==> config.mk <==
export PLATFORM = sky130hd
export DESIGN_NAME = grid_first_fit_rectangle_placer_top
export DESIGN_NICKNAME = d
export VERILOG_FILES = /design/src/gffrp_pkg.sv /design/src/gffrp_grid.sv /design/src/grid_first_fit_rectangle_placer_top.sv
export VERILOG_INCLUDE_DIRS = /design/src /design/src/src
export SDC_FILE = /design/constraint.sdc
export NUM_CORES = 2
export LEC_CHECK = 0
export ABC_AREA = 1
export BUFFER_PORTS_ARGS = -buffer_cell sky130_fd_sc_hd__buf_2
export CELL_PAD_IN_SITES_DETAIL_PLACEMENT = 0
export CELL_PAD_IN_SITES_GLOBAL_PLACEMENT = 1
export CORE_AREA = 2 2 356 358
export CTS_CLUSTER_DIAMETER = 120
export DETAILED_ROUTE_END_ITERATION = 10
export DIE_AREA = 0 0 358 360
export GPL_ROUTABILITY_DRIVEN = 0
export GPL_TIMING_DRIVEN = 0
export PLACE_DENSITY_LB_ADDON = 0.1
export SYNTH_ARGS = -nofsm -noshare
export SYNTH_HDL_FRONTEND = slang
export SYNTH_SLANG_ARGS = --single-unit
==> constraint.sdc <==
create_clock -name i_clk -period 4.95 [get_ports i_clk]
set_clock_uncertainty 0.15 [all_clocks]
set_input_delay 0.495 -clock i_clk [delete_from_list [all_inputs] [get_ports i_clk]]
set_output_delay 0.495 -clock i_clk [all_outputs]
set_load 0.01 [all_outputs]
==> src/grid_first_fit_rectangle_placer_top_defines.svh <==
// ----------------------------------------------------------------------------
// Assertion macros for the rectangle placer
// Shorthand for clocked concurrent checks that are disabled during reset.
// ----------------------------------------------------------------------------
`ifndef GRID_FIRST_FIT_RECTANGLE_PLACER_TOP_DEFINES_SVH
`define GRID_FIRST_FIT_RECTANGLE_PLACER_TOP_DEFINES_SVH

// Consequent must hold in the same cycle as the antecedent.
`define GFFRP_ASSERT_NOW(lbl, ant, cons, msg) \
    lbl: assert property (@(posedge i_clk) disable iff (!i_rst_n) (ant) |-> (cons)) \
        else $error(msg);

// Consequent must hold in the cycle after the antecedent.
`define GFFRP_ASSERT_NEXT(lbl, ant, cons, msg) \
    lbl: assert property (@(posedge i_clk) disable iff (!i_rst_n) (ant) |=> (cons)) \
        else $error(msg);

`endif

==> src/gffrp_pkg.sv <==
// ----------------------------------------------------------------------------
// Rectangle placer package
// Sizes, request and response types, grid port bundle and mask helper.
// ----------------------------------------------------------------------------
package gffrp_pkg;

    // Grid extent along x (columns) and y (rows).
    localparam int MAX_W  = 32;
    localparam int MAX_H  = 32;
    localparam int X_AW   = $clog2(MAX_W);
    localparam int Y_AW   = $clog2(MAX_H);
    localparam int X_CW   = X_AW + 1;
    localparam int Y_CW   = Y_AW + 1;
    localparam int ROOM_W = 11;
    localparam int CFG_W  = 6;
    localparam int CFG_IW = 1;

    // Configuration register indexes.
    localparam logic [CFG_IW-1:0] CFG_GRID_WIDTH  = 1'b0;
    localparam logic [CFG_IW-1:0] CFG_GRID_HEIGHT = 1'b1;

    // Request modes.
    localparam logic MODE_PLACE = 1'b0;
    localparam logic MODE_CLEAR = 1'b1;

    // Room counter saturation value.
    localparam logic [ROOM_W-1:0] ROOM_MAX = '1;

    typedef struct packed {
        logic       mode;
        logic [5:0] rect_width;
        logic [5:0] rect_height;
    } t_req;

    typedef struct packed {
        logic              placed;
        logic [4:0]        anchor_x;
        logic [4:0]        anchor_y;
        logic [ROOM_W-1:0] room_number;
        logic              grid_full;
    } t_rsp;

    // One grid column: one occupancy bit per row.
    typedef logic [MAX_H-1:0] t_col;

    // Command bundle from the sequencer to the grid store.
    typedef struct packed {
        logic            clr;
        logic            we;
        logic [X_AW-1:0] waddr;
        t_col            wdata;
        logic [X_AW-1:0] raddr;
    } t_grid_cmd;

    // Mask with the low n bits set, n from zero to MAX_H.
    function automatic t_col low_mask(input logic [Y_CW-1:0] n);
        logic [MAX_H:0] one_hot;
        one_hot = (MAX_H+1)'(1) << n;
        return t_col'(one_hot - (MAX_H+1)'(1));
    endfunction

endpackage

==> src/gffrp_grid.sv <==
// ----------------------------------------------------------------------------
// Occupancy grid store
// One column word per x, one write and one registered read per cycle.
// Per-column valid bits make the whole grid read as empty after a clear.
// ----------------------------------------------------------------------------
module gffrp_grid (
    input  logic                i_clk,
    input  logic                i_rst_n,
    input  gffrp_pkg::t_grid_cmd i_cmd,
    output gffrp_pkg::t_col     o_rdata
);

    logic [gffrp_pkg::MAX_W-1:0] r_vld;
    gffrp_pkg::t_col             r_mem [gffrp_pkg::MAX_W];
    gffrp_pkg::t_col             r_rd_q;
    logic                        r_rd_v;

    // Column valid bits: a clear drops them all at once.
    always_ff @(posedge i_clk) begin
        if (!i_rst_n) begin
            r_vld  <= '0;
            r_rd_v <= 1'b0;
        end else begin
            r_rd_v <= r_vld[i_cmd.raddr];
            if (i_cmd.clr) begin
                r_vld <= '0;
            end else if (i_cmd.we) begin
                r_vld[i_cmd.waddr] <= 1'b1;
            end
        end
    end

    // Column storage with a registered read port.
    always_ff @(posedge i_clk) begin
        if (i_cmd.we) begin
            r_mem[i_cmd.waddr] <= i_cmd.wdata;
        end
        r_rd_q <= r_mem[i_cmd.raddr];
    end

    // A column never written since the last clear reads as empty.
    assign o_rdata = r_rd_v ? r_rd_q : '0;

endmodule

==> src/grid_first_fit_rectangle_placer_top.sv <==
// ----------------------------------------------------------------------------
// First-fit rectangle placer, top level
// Clear: wipe the grid, then run the full check. Place: per anchor column, read and OR the
// covered columns and scan the rows, then stamp the claimed rows and run the full check.
// One request at a time; the single grid read port and the bit-serial row scan set this.
// Reset (synchronous, active low) empties the grid, zeroes the room count, sizes to 32.
// ----------------------------------------------------------------------------
`include "grid_first_fit_rectangle_placer_top_defines.svh"

module grid_first_fit_rectangle_placer_top (
    input  logic                           i_clk,
    input  logic                           i_rst_n,
    // Configuration write port
    input  logic                           i_cfg_we,
    input  logic [gffrp_pkg::CFG_IW-1:0]   i_cfg_idx,
    input  logic [gffrp_pkg::CFG_W-1:0]    i_cfg_data,
    // Request channel
    input  logic                           i_in_valid,
    output logic                           o_in_ready,
    input  gffrp_pkg::t_req                i_req,
    // Response channel
    output logic                           o_out_valid,
    input  logic                           i_out_ready,
    output gffrp_pkg::t_rsp                o_rsp
);

    localparam int X_AW = gffrp_pkg::X_AW;
    localparam int Y_AW = gffrp_pkg::Y_AW;
    localparam int X_CW = gffrp_pkg::X_CW;
    localparam int Y_CW = gffrp_pkg::Y_CW;

    typedef enum logic [8:0] {
        S_IDLE     = 9'b000000001,
        S_ACC_RD   = 9'b000000010,
        S_ACC_USE  = 9'b000000100,
        S_YSCAN    = 9'b000001000,
        S_STM_RD   = 9'b000010000,
        S_STM_WR   = 9'b000100000,
        S_FULL_RD  = 9'b001000000,
        S_FULL_CHK = 9'b010000000,
        S_DONE     = 9'b100000000
    } t_state;

    t_state                          r_state, n_state;
    logic [gffrp_pkg::CFG_W-1:0]     r_gw, n_gw;
    logic [gffrp_pkg::CFG_W-1:0]     r_gh, n_gh;
    logic [gffrp_pkg::ROOM_W-1:0]    r_rooms, n_rooms;
    logic [X_CW-1:0]                 r_rw, n_rw;
    logic [Y_CW-1:0]                 r_rh, n_rh;
    logic [X_CW-1:0]                 r_ax, n_ax;
    logic [X_CW-1:0]                 r_k, n_k;
    logic [Y_CW-1:0]                 r_y, n_y;
    logic [Y_CW-1:0]                 r_run, n_run;
    logic [Y_CW-1:0]                 r_ay, n_ay;
    gffrp_pkg::t_col                 r_mask, n_mask;
    logic                            r_full, n_full;
    logic                            r_placed, n_placed;
    logic                            r_out_vld, n_out_vld;
    gffrp_pkg::t_rsp                 r_rsp, n_rsp;

    gffrp_pkg::t_grid_cmd            grid_cmd;
    gffrp_pkg::t_col                 grid_rdata;
    gffrp_pkg::t_col                 stamp;
    logic [X_CW-1:0]                 eff_w;
    logic [Y_CW-1:0]                 eff_h;
    logic [X_AW-1:0]                 col_addr;
    logic [Y_CW-1:0]                 run_inc;
    logic                            row_free;
    logic                            size_ok;

    gffrp_grid u_grid (
        .i_clk   (i_clk),
        .i_rst_n (i_rst_n),
        .i_cmd   (grid_cmd),
        .o_rdata (grid_rdata)
    );

    // In-use extents, saturated to the grid size.
    assign eff_w = (r_gw > gffrp_pkg::CFG_W'(gffrp_pkg::MAX_W)) ?
                   X_CW'(gffrp_pkg::MAX_W) : X_CW'(r_gw);
    assign eff_h = (r_gh > gffrp_pkg::CFG_W'(gffrp_pkg::MAX_H)) ?
                   Y_CW'(gffrp_pkg::MAX_H) : Y_CW'(r_gh);

    // Shared datapath terms.
    assign col_addr = X_AW'(r_ax + r_k);
    assign stamp    = gffrp_pkg::low_mask(r_rh) << r_ay[Y_AW-1:0];
    assign run_inc  = r_run + Y_CW'(1);
    assign row_free = !r_mask[r_y[Y_AW-1:0]];
    assign size_ok  = (i_req.rect_width != '0) && (i_req.rect_height != '0) &&
                      ({1'b0, i_req.rect_width} <= 7'(eff_w)) &&
                      ({1'b0, i_req.rect_height} <= 7'(eff_h)) &&
                      (r_rooms != gffrp_pkg::ROOM_MAX);

    // Sequencer and next-state logic.
    always_comb begin
        n_state   = r_state;
        n_gw      = r_gw;
        n_gh      = r_gh;
        n_rooms   = r_rooms;
        n_rw      = r_rw;
        n_rh      = r_rh;
        n_ax      = r_ax;
        n_k       = r_k;
        n_y       = r_y;
        n_run     = r_run;
        n_ay      = r_ay;
        n_mask    = r_mask;
        n_full    = r_full;
        n_placed  = r_placed;
        n_out_vld = r_out_vld & ~i_out_ready;
        n_rsp     = r_rsp;
        grid_cmd  = '0;

        if (i_cfg_we) begin
            if (i_cfg_idx == gffrp_pkg::CFG_GRID_WIDTH) begin
                n_gw = i_cfg_data;
            end else begin
                n_gh = i_cfg_data;
            end
        end

        unique case (r_state)
            S_IDLE: begin
                if (i_in_valid) begin
                    n_rw     = X_CW'(i_req.rect_width);
                    n_rh     = Y_CW'(i_req.rect_height);
                    n_ax     = '0;
                    n_ay     = '0;
                    n_k      = '0;
                    n_mask   = '0;
                    n_placed = 1'b0;
                    n_full   = 1'b1;
                    if (i_req.mode == gffrp_pkg::MODE_CLEAR) begin
                        grid_cmd.clr = 1'b1;
                        n_rooms      = '0;
                        n_state      = S_FULL_RD;
                    end else if (size_ok) begin
                        n_state = S_ACC_RD;
                    end else begin
                        n_state = S_FULL_RD;
                    end
                end
            end
            // Gather the OR of the rectangle's columns for this anchor x.
            S_ACC_RD: begin
                grid_cmd.raddr = col_addr;
                n_state        = S_ACC_USE;
            end
            S_ACC_USE: begin
                n_mask = r_mask | grid_rdata;
                if (X_CW'(r_k + X_CW'(1)) == r_rw) begin
                    n_y     = '0;
                    n_run   = '0;
                    n_state = S_YSCAN;
                end else begin
                    n_k     = r_k + X_CW'(1);
                    n_state = S_ACC_RD;
                end
            end
            // Walk the rows one a cycle, counting the run of free rows.
            S_YSCAN: begin
                if (row_free && run_inc == r_rh) begin
                    n_ay     = r_y + Y_CW'(1) - r_rh;
                    n_rooms  = r_rooms + gffrp_pkg::ROOM_W'(1);
                    n_placed = 1'b1;
                    n_k      = '0;
                    n_state  = S_STM_RD;
                end else begin
                    n_run = row_free ? run_inc : '0;
                    if (r_y + Y_CW'(1) == eff_h) begin
                        if ((X_CW+1)'(r_ax) + (X_CW+1)'(r_rw) + (X_CW+1)'(1) >
                            (X_CW+1)'(eff_w)) begin
                            n_k     = '0;
                            n_state = S_FULL_RD;
                        end else begin
                            n_ax    = r_ax + X_CW'(1);
                            n_k     = '0;
                            n_mask  = '0;
                            n_state = S_ACC_RD;
                        end
                    end else begin
                        n_y = r_y + Y_CW'(1);
                    end
                end
            end
            // Stamp the claimed rows into each covered column.
            S_STM_RD: begin
                grid_cmd.raddr = col_addr;
                n_state        = S_STM_WR;
            end
            S_STM_WR: begin
                grid_cmd.we    = 1'b1;
                grid_cmd.waddr = col_addr;
                grid_cmd.wdata = grid_rdata | stamp;
                if (X_CW'(r_k + X_CW'(1)) == r_rw) begin
                    n_k     = '0;
                    n_state = S_FULL_RD;
                end else begin
                    n_k     = r_k + X_CW'(1);
                    n_state = S_STM_RD;
                end
            end
            // Check every in-use column for a free row.
            S_FULL_RD: begin
                if (r_k == eff_w) begin
                    n_state = S_DONE;
                end else begin
                    grid_cmd.raddr = X_AW'(r_k);
                    n_state        = S_FULL_CHK;
                end
            end
            S_FULL_CHK: begin
                if ((grid_rdata | ~gffrp_pkg::low_mask(eff_h)) != '1) begin
                    n_full = 1'b0;
                end
                n_k     = r_k + X_CW'(1);
                n_state = S_FULL_RD;
            end
            // Hand the response to the output register once it is free.
            S_DONE: begin
                if (!r_out_vld || i_out_ready) begin
                    n_rsp.placed      = r_placed;
                    n_rsp.anchor_x    = r_placed ? 5'(r_ax) : '0;
                    n_rsp.anchor_y    = r_placed ? 5'(r_ay) : '0;
                    n_rsp.room_number = r_placed ? r_rooms : '0;
                    n_rsp.grid_full   = r_full;
                    n_out_vld         = 1'b1;
                    n_state           = S_IDLE;
                end
            end
            default: begin
                n_state = S_IDLE;
            end
        endcase
    end

    // Control registers.
    always_ff @(posedge i_clk) begin
        if (!i_rst_n) begin
            r_state   <= S_IDLE;
            r_gw      <= gffrp_pkg::CFG_W'(gffrp_pkg::MAX_W);
            r_gh      <= gffrp_pkg::CFG_W'(gffrp_pkg::MAX_H);
            r_rooms   <= '0;
            r_out_vld <= 1'b0;
        end else begin
            r_state   <= n_state;
            r_gw      <= n_gw;
            r_gh      <= n_gh;
            r_rooms   <= n_rooms;
            r_out_vld <= n_out_vld;
        end
    end

    // Working and payload registers.
    always_ff @(posedge i_clk) begin
        r_rw     <= n_rw;
        r_rh     <= n_rh;
        r_ax     <= n_ax;
        r_k      <= n_k;
        r_y      <= n_y;
        r_run    <= n_run;
        r_ay     <= n_ay;
        r_mask   <= n_mask;
        r_full   <= n_full;
        r_placed <= n_placed;
        r_rsp    <= n_rsp;
    end

    assign o_in_ready  = (r_state == S_IDLE);
    assign o_out_valid = r_out_vld;
    assign o_rsp       = r_rsp;

    // Checks on the sequencer and the stamping path.
    `GFFRP_ASSERT_NEXT(a_busy_after_req, i_in_valid && o_in_ready, !o_in_ready,
        "placer took a request but stayed idle")
    `GFFRP_ASSERT_NOW(a_stamp_free, r_state == S_STM_WR, (grid_rdata & stamp) == '0,
        "placer stamped a cell that was already owned")
    `GFFRP_ASSERT_NOW(a_room_nonzero, o_out_valid && o_rsp.placed, o_rsp.room_number != '0,
        "placed response carries room number zero")

endmodule

==> metrics.md <==
| Metric | Value |
|---|---|
| Cell Area, Synth | 55,880 µm² |
| WL per Instance | between 20 and 30 µm |
| Highest clock rate | around 210 MHz |
| Avg Vias per Cell | between 5 and 6 |
| Syn_area_per_cell | 10.12 µm² |
| Crit-path max FO | 10 |
| Final Hold Vio Count | 0 |
| Clock power frac | 37.2% |
| Status | finished, violations left |
| Worst hold path class | in -> reg |
| Vias in the first global route | 39,220 |
| DRC errors left | 0 |
| Ys async rst share | 0% |
| Die width | 358 µm |
| CP endpoint kind | flip-flop |
| Yosys top cell area share | between 60% and 70% |
| Most common cell in the netlist | edfxtp_1 |
| Commonest cells post-synth | edfxtp_1 (1,122), nand2_1 (971), inv_1 (827) |
| Dpl hpwl | between 100,000 and 150,000 µm |
| Synth Instances | roughly 5,500 |
| Final setup margin | 206.1 ps |
| Fill count | 11,290 |
| Worst EP required | roughly 5400 ps |
| Starting Density | around 45% |
| # nets final | 5,867 |
| Synth Warn # | 0 |
| Sw Pwr | ~8.2 mW |
| Pre-CTS WS | between 300 and 400 ps |
| I/O pin cnt | 50 |
| CTS tree | built |
| CTS Buf Count | 135 |
| Total Die Area | ~130,000 µm² |
| Port Buffers | 48 |
| Fin Setup TNS | 0 ps |
| CP arrival | roughly 5200 ps |
| Power Density | 413.5 nW/µm² |
| Chip Height | between 300 and 400 µm |
| Overall power | around 27 mW |
| Final setup viols | 0 |
| Clk sinks | 1,220 |
| Type of origin of the critical path | flip-flop |
| Slew HR | -0.6443% |
| Largest net degree at the start of global routing | 33 |
| Pre-antenna DRT Iters | 5 |
| Yosys top cell by area | edfxtp_1 |
| Root Buffer | clkbuf_16 |
| Worst hold slack | between 50 and 60 ps |
| Multi-input gate area | between 15,000 and 20,000 µm² |
| Comb pwr share | 18.8% |
| Clk buf depth | 3 |
| Final ANT Viol Nets | 0 |
| Net switching fraction of the power | a little under a third |
| Setup Crit Path Kind | reg -> reg |
| Gr usage total | a little under a third |
| Synth Flop Type | edfxtp_1 |
| Main area contributors after synthesis | edfxtp_1 (60%), nand3_1 (7.1%), nand2_1 (6.5%) |
| Count of flip-flops with a built-in enable after synthesis | ~1,100 |
| Skew-Pair Late Insertion Delay | 780 ps |
| Worst Tran Pin Value | about 1500 ps |
| Initial antenna violation count | 10 |
| Unrepaired setup endpoints after global routing | false |
| Seq/Total Area, Yosys | between 60% and 70% |
| Routed vias | 41,930 |
| Max-cap violations | 1 |
| Flop pwr share | a little over two fifths |
| Gr ovfl total | 0 |
| Synthesized flop and latch total | approximately 1,200 |
| Final Cycle Share | 95.84% |
| Slew Limit Fails | 1 |
| CTS H-tree lvls | 4 |
| Clk slew on worst S/H paths | approximately 60 ps |
| Failing checks | capacitance limit, slew limit |
| Lkg Pwr | 25.36 nW |
| Core Area | about 120,000 µm² |
| Site Rows | 130 |
| Area delta synth->final | 16.01% |
| Initial DRC count | between 4,000 and 5,000 |
| Synth Net Count | around 5,600 |
| Total wire length | around 200,000 µm |
| Max IR drop VDD | 392.3 µV |
| First-pass GRT wire length | roughly 280,000 µm |
| Internal | between 15 and 20 mW |
| Reg area | ~36,000 µm² |
| PostCTS Resize Cnt | 0 |
| Share of layout cells above drive strength 1 | 10.14% |
| Final min period | 4744 ps |
| Yosys cell types | 55 |
## area by class of cell
class                   count  share of cell area, %
diodes                      2               0.007721
clock inverters            63                 0.8801
plain buffers             298                  2.405
repair buffers            143                  3.001
flip-flops and latches   1220                  55.00
inverters                 841                  4.874
multi-input cells        3161                  24.87
clock buffers             180                  5.781
well taps                1650                  3.185
## layer usage
| layer | vias to the layer above | GRT usage [%] | share of wire (%) |
|---|---|---|---|
| met4 | 2 | 12.02 | 4.1 |
| met3 | 326 | 5.262 | 8.6 |
| met5 | - | 0 | 0.0061 |
| met2 | 1818 | 48.41 | 46 |
| li1 | 19470 | - | - |
| met1 | 20310 | 41.84 | 41 |
## kinds of logic (layout without fill, tap and decap cells)
kind of cell    Yosys count  after routing  share of synthesized area, %
simple gates           2205           2205                         17.21
xor+xnor                 46             46                        0.7210
fa+ha+maj                42             42                        0.9808
compound gates          868            868                         8.834
flops                  1220           1220                         63.81
other cells               0              2                             0
buf+inv                1139           1525                         8.444
## final timing paths
check	end	startpoint	slack, ps	cells after the start
hold reg to reg	u_grid.r_vld[24]$_SDFFE_PP0P_	u_grid.r_vld[24]$_SDFFE_PP0P_	300	2
setup / recovery	u_grid.r_rd_q[1]$_DFF_P_	r_k[0]$_DFFE_PP_	210	12
setup reg to reg	u_grid.r_rd_q[1]$_DFF_P_	r_k[0]$_DFFE_PP_	210	12
hold / removal	r_gh[0]$_SDFFE_PN0P_	i_cfg_we	50	3
## sequential cells by signal, indices dropped and copies added (netlist names), 5 cells and up
name	flops
r_ay	5
r_rw	6
u_grid.r_vld	32
r_mask	32
r_ax	6
u_grid.r_mem	1024
r_rh	6
r_gw	6
r_rooms	11
r_k	6
r_gh	6
u_grid.r_rd_q	32
o_rsp	23
r_state	9
r_run	6
r_y	6
## stage by stage
step | instances | instance area, µm² | util [%]
2_1_floorplan | 5520 | 55880 | -
5_1_grt | 7556 | 64820 | 51.89
6_report | 7558 | 64820 | 51.89
3_3_place_gp | 7218 | 58190 | 46.58
4_1_cts | 7556 | 64820 | 51.89
3_5_place_dp | 7290 | 60270 | 48.25
## critical path: stages (launching register included)
cell and delay (ps):
edfxtp_1 530, ha_1 270, fa_1 410, xor2_1 750
nand2_1 150, o21ai_2 390, buf_2 580, buf_2 580
nand3_1 180, nand3_1 110, nand2_1 150, nand2_1 100
nand2_1 160
## what timing repair did
item / 4_1_cts / 5_1_grt
endpoints found under the hold margin: 25 / 0
hold buffers: 23 / 0
setup buffers: 0 / 0
## power groups by stage
stage          Clock, mW  Combinational (mW)  Sequential (mW)
5_1_grt             10.5                5.48             11.8
3_3_place_gp           0                4.77             12.0
3_5_place_dp           0                4.95             12.0
2_1_floorplan          0                3.10             11.9
6_report            9.98                5.03             11.8
4_1_cts             10.1                4.98             11.8
## cells in the final DEF, fill, tap and decap left out, types with 5 or more instances in the layout
master / Yosys / routed
a21oi_1: 355 / 325
a21oi_4: 1 / 31
buf_1: 30 / 30
buf_12: 0 / 41
buf_16: 0 / 19
buf_2: 142 / 190
buf_4: 14 / 17
buf_6: 28 / 35
bufinv_16: 0 / 8
clkbuf_1: 84 / 118
clkbuf_16: 0 / 143
clkinv_1: 2 / 26
clkinv_2: 0 / 21
dfxtp_1: 98 / 98
dlygate4sd3_1: 0 / 23
edfxtp_1: 1122 / 1122
ha_1: 39 / 39
inv_1: 827 / 827
inv_2: 11 / 11
nand2_1: 971 / 971
nand2_2: 7 / 7
nand3_1: 795 / 795
nand3b_1: 14 / 14
nand4_1: 45 / 45
nor2_1: 305 / 274
nor2_2: 11 / 11
nor2_4: 2 / 33
nor3_1: 33 / 31
nor3_2: 3 / 5
nor4_1: 6 / 5
o211ai_1: 205 / 205
o21ai_0: 118 / 118
o21ai_1: 168 / 168
xnor2_1: 17 / 17
xor2_1: 29 / 29
Power figures use the tool's default switching activity.
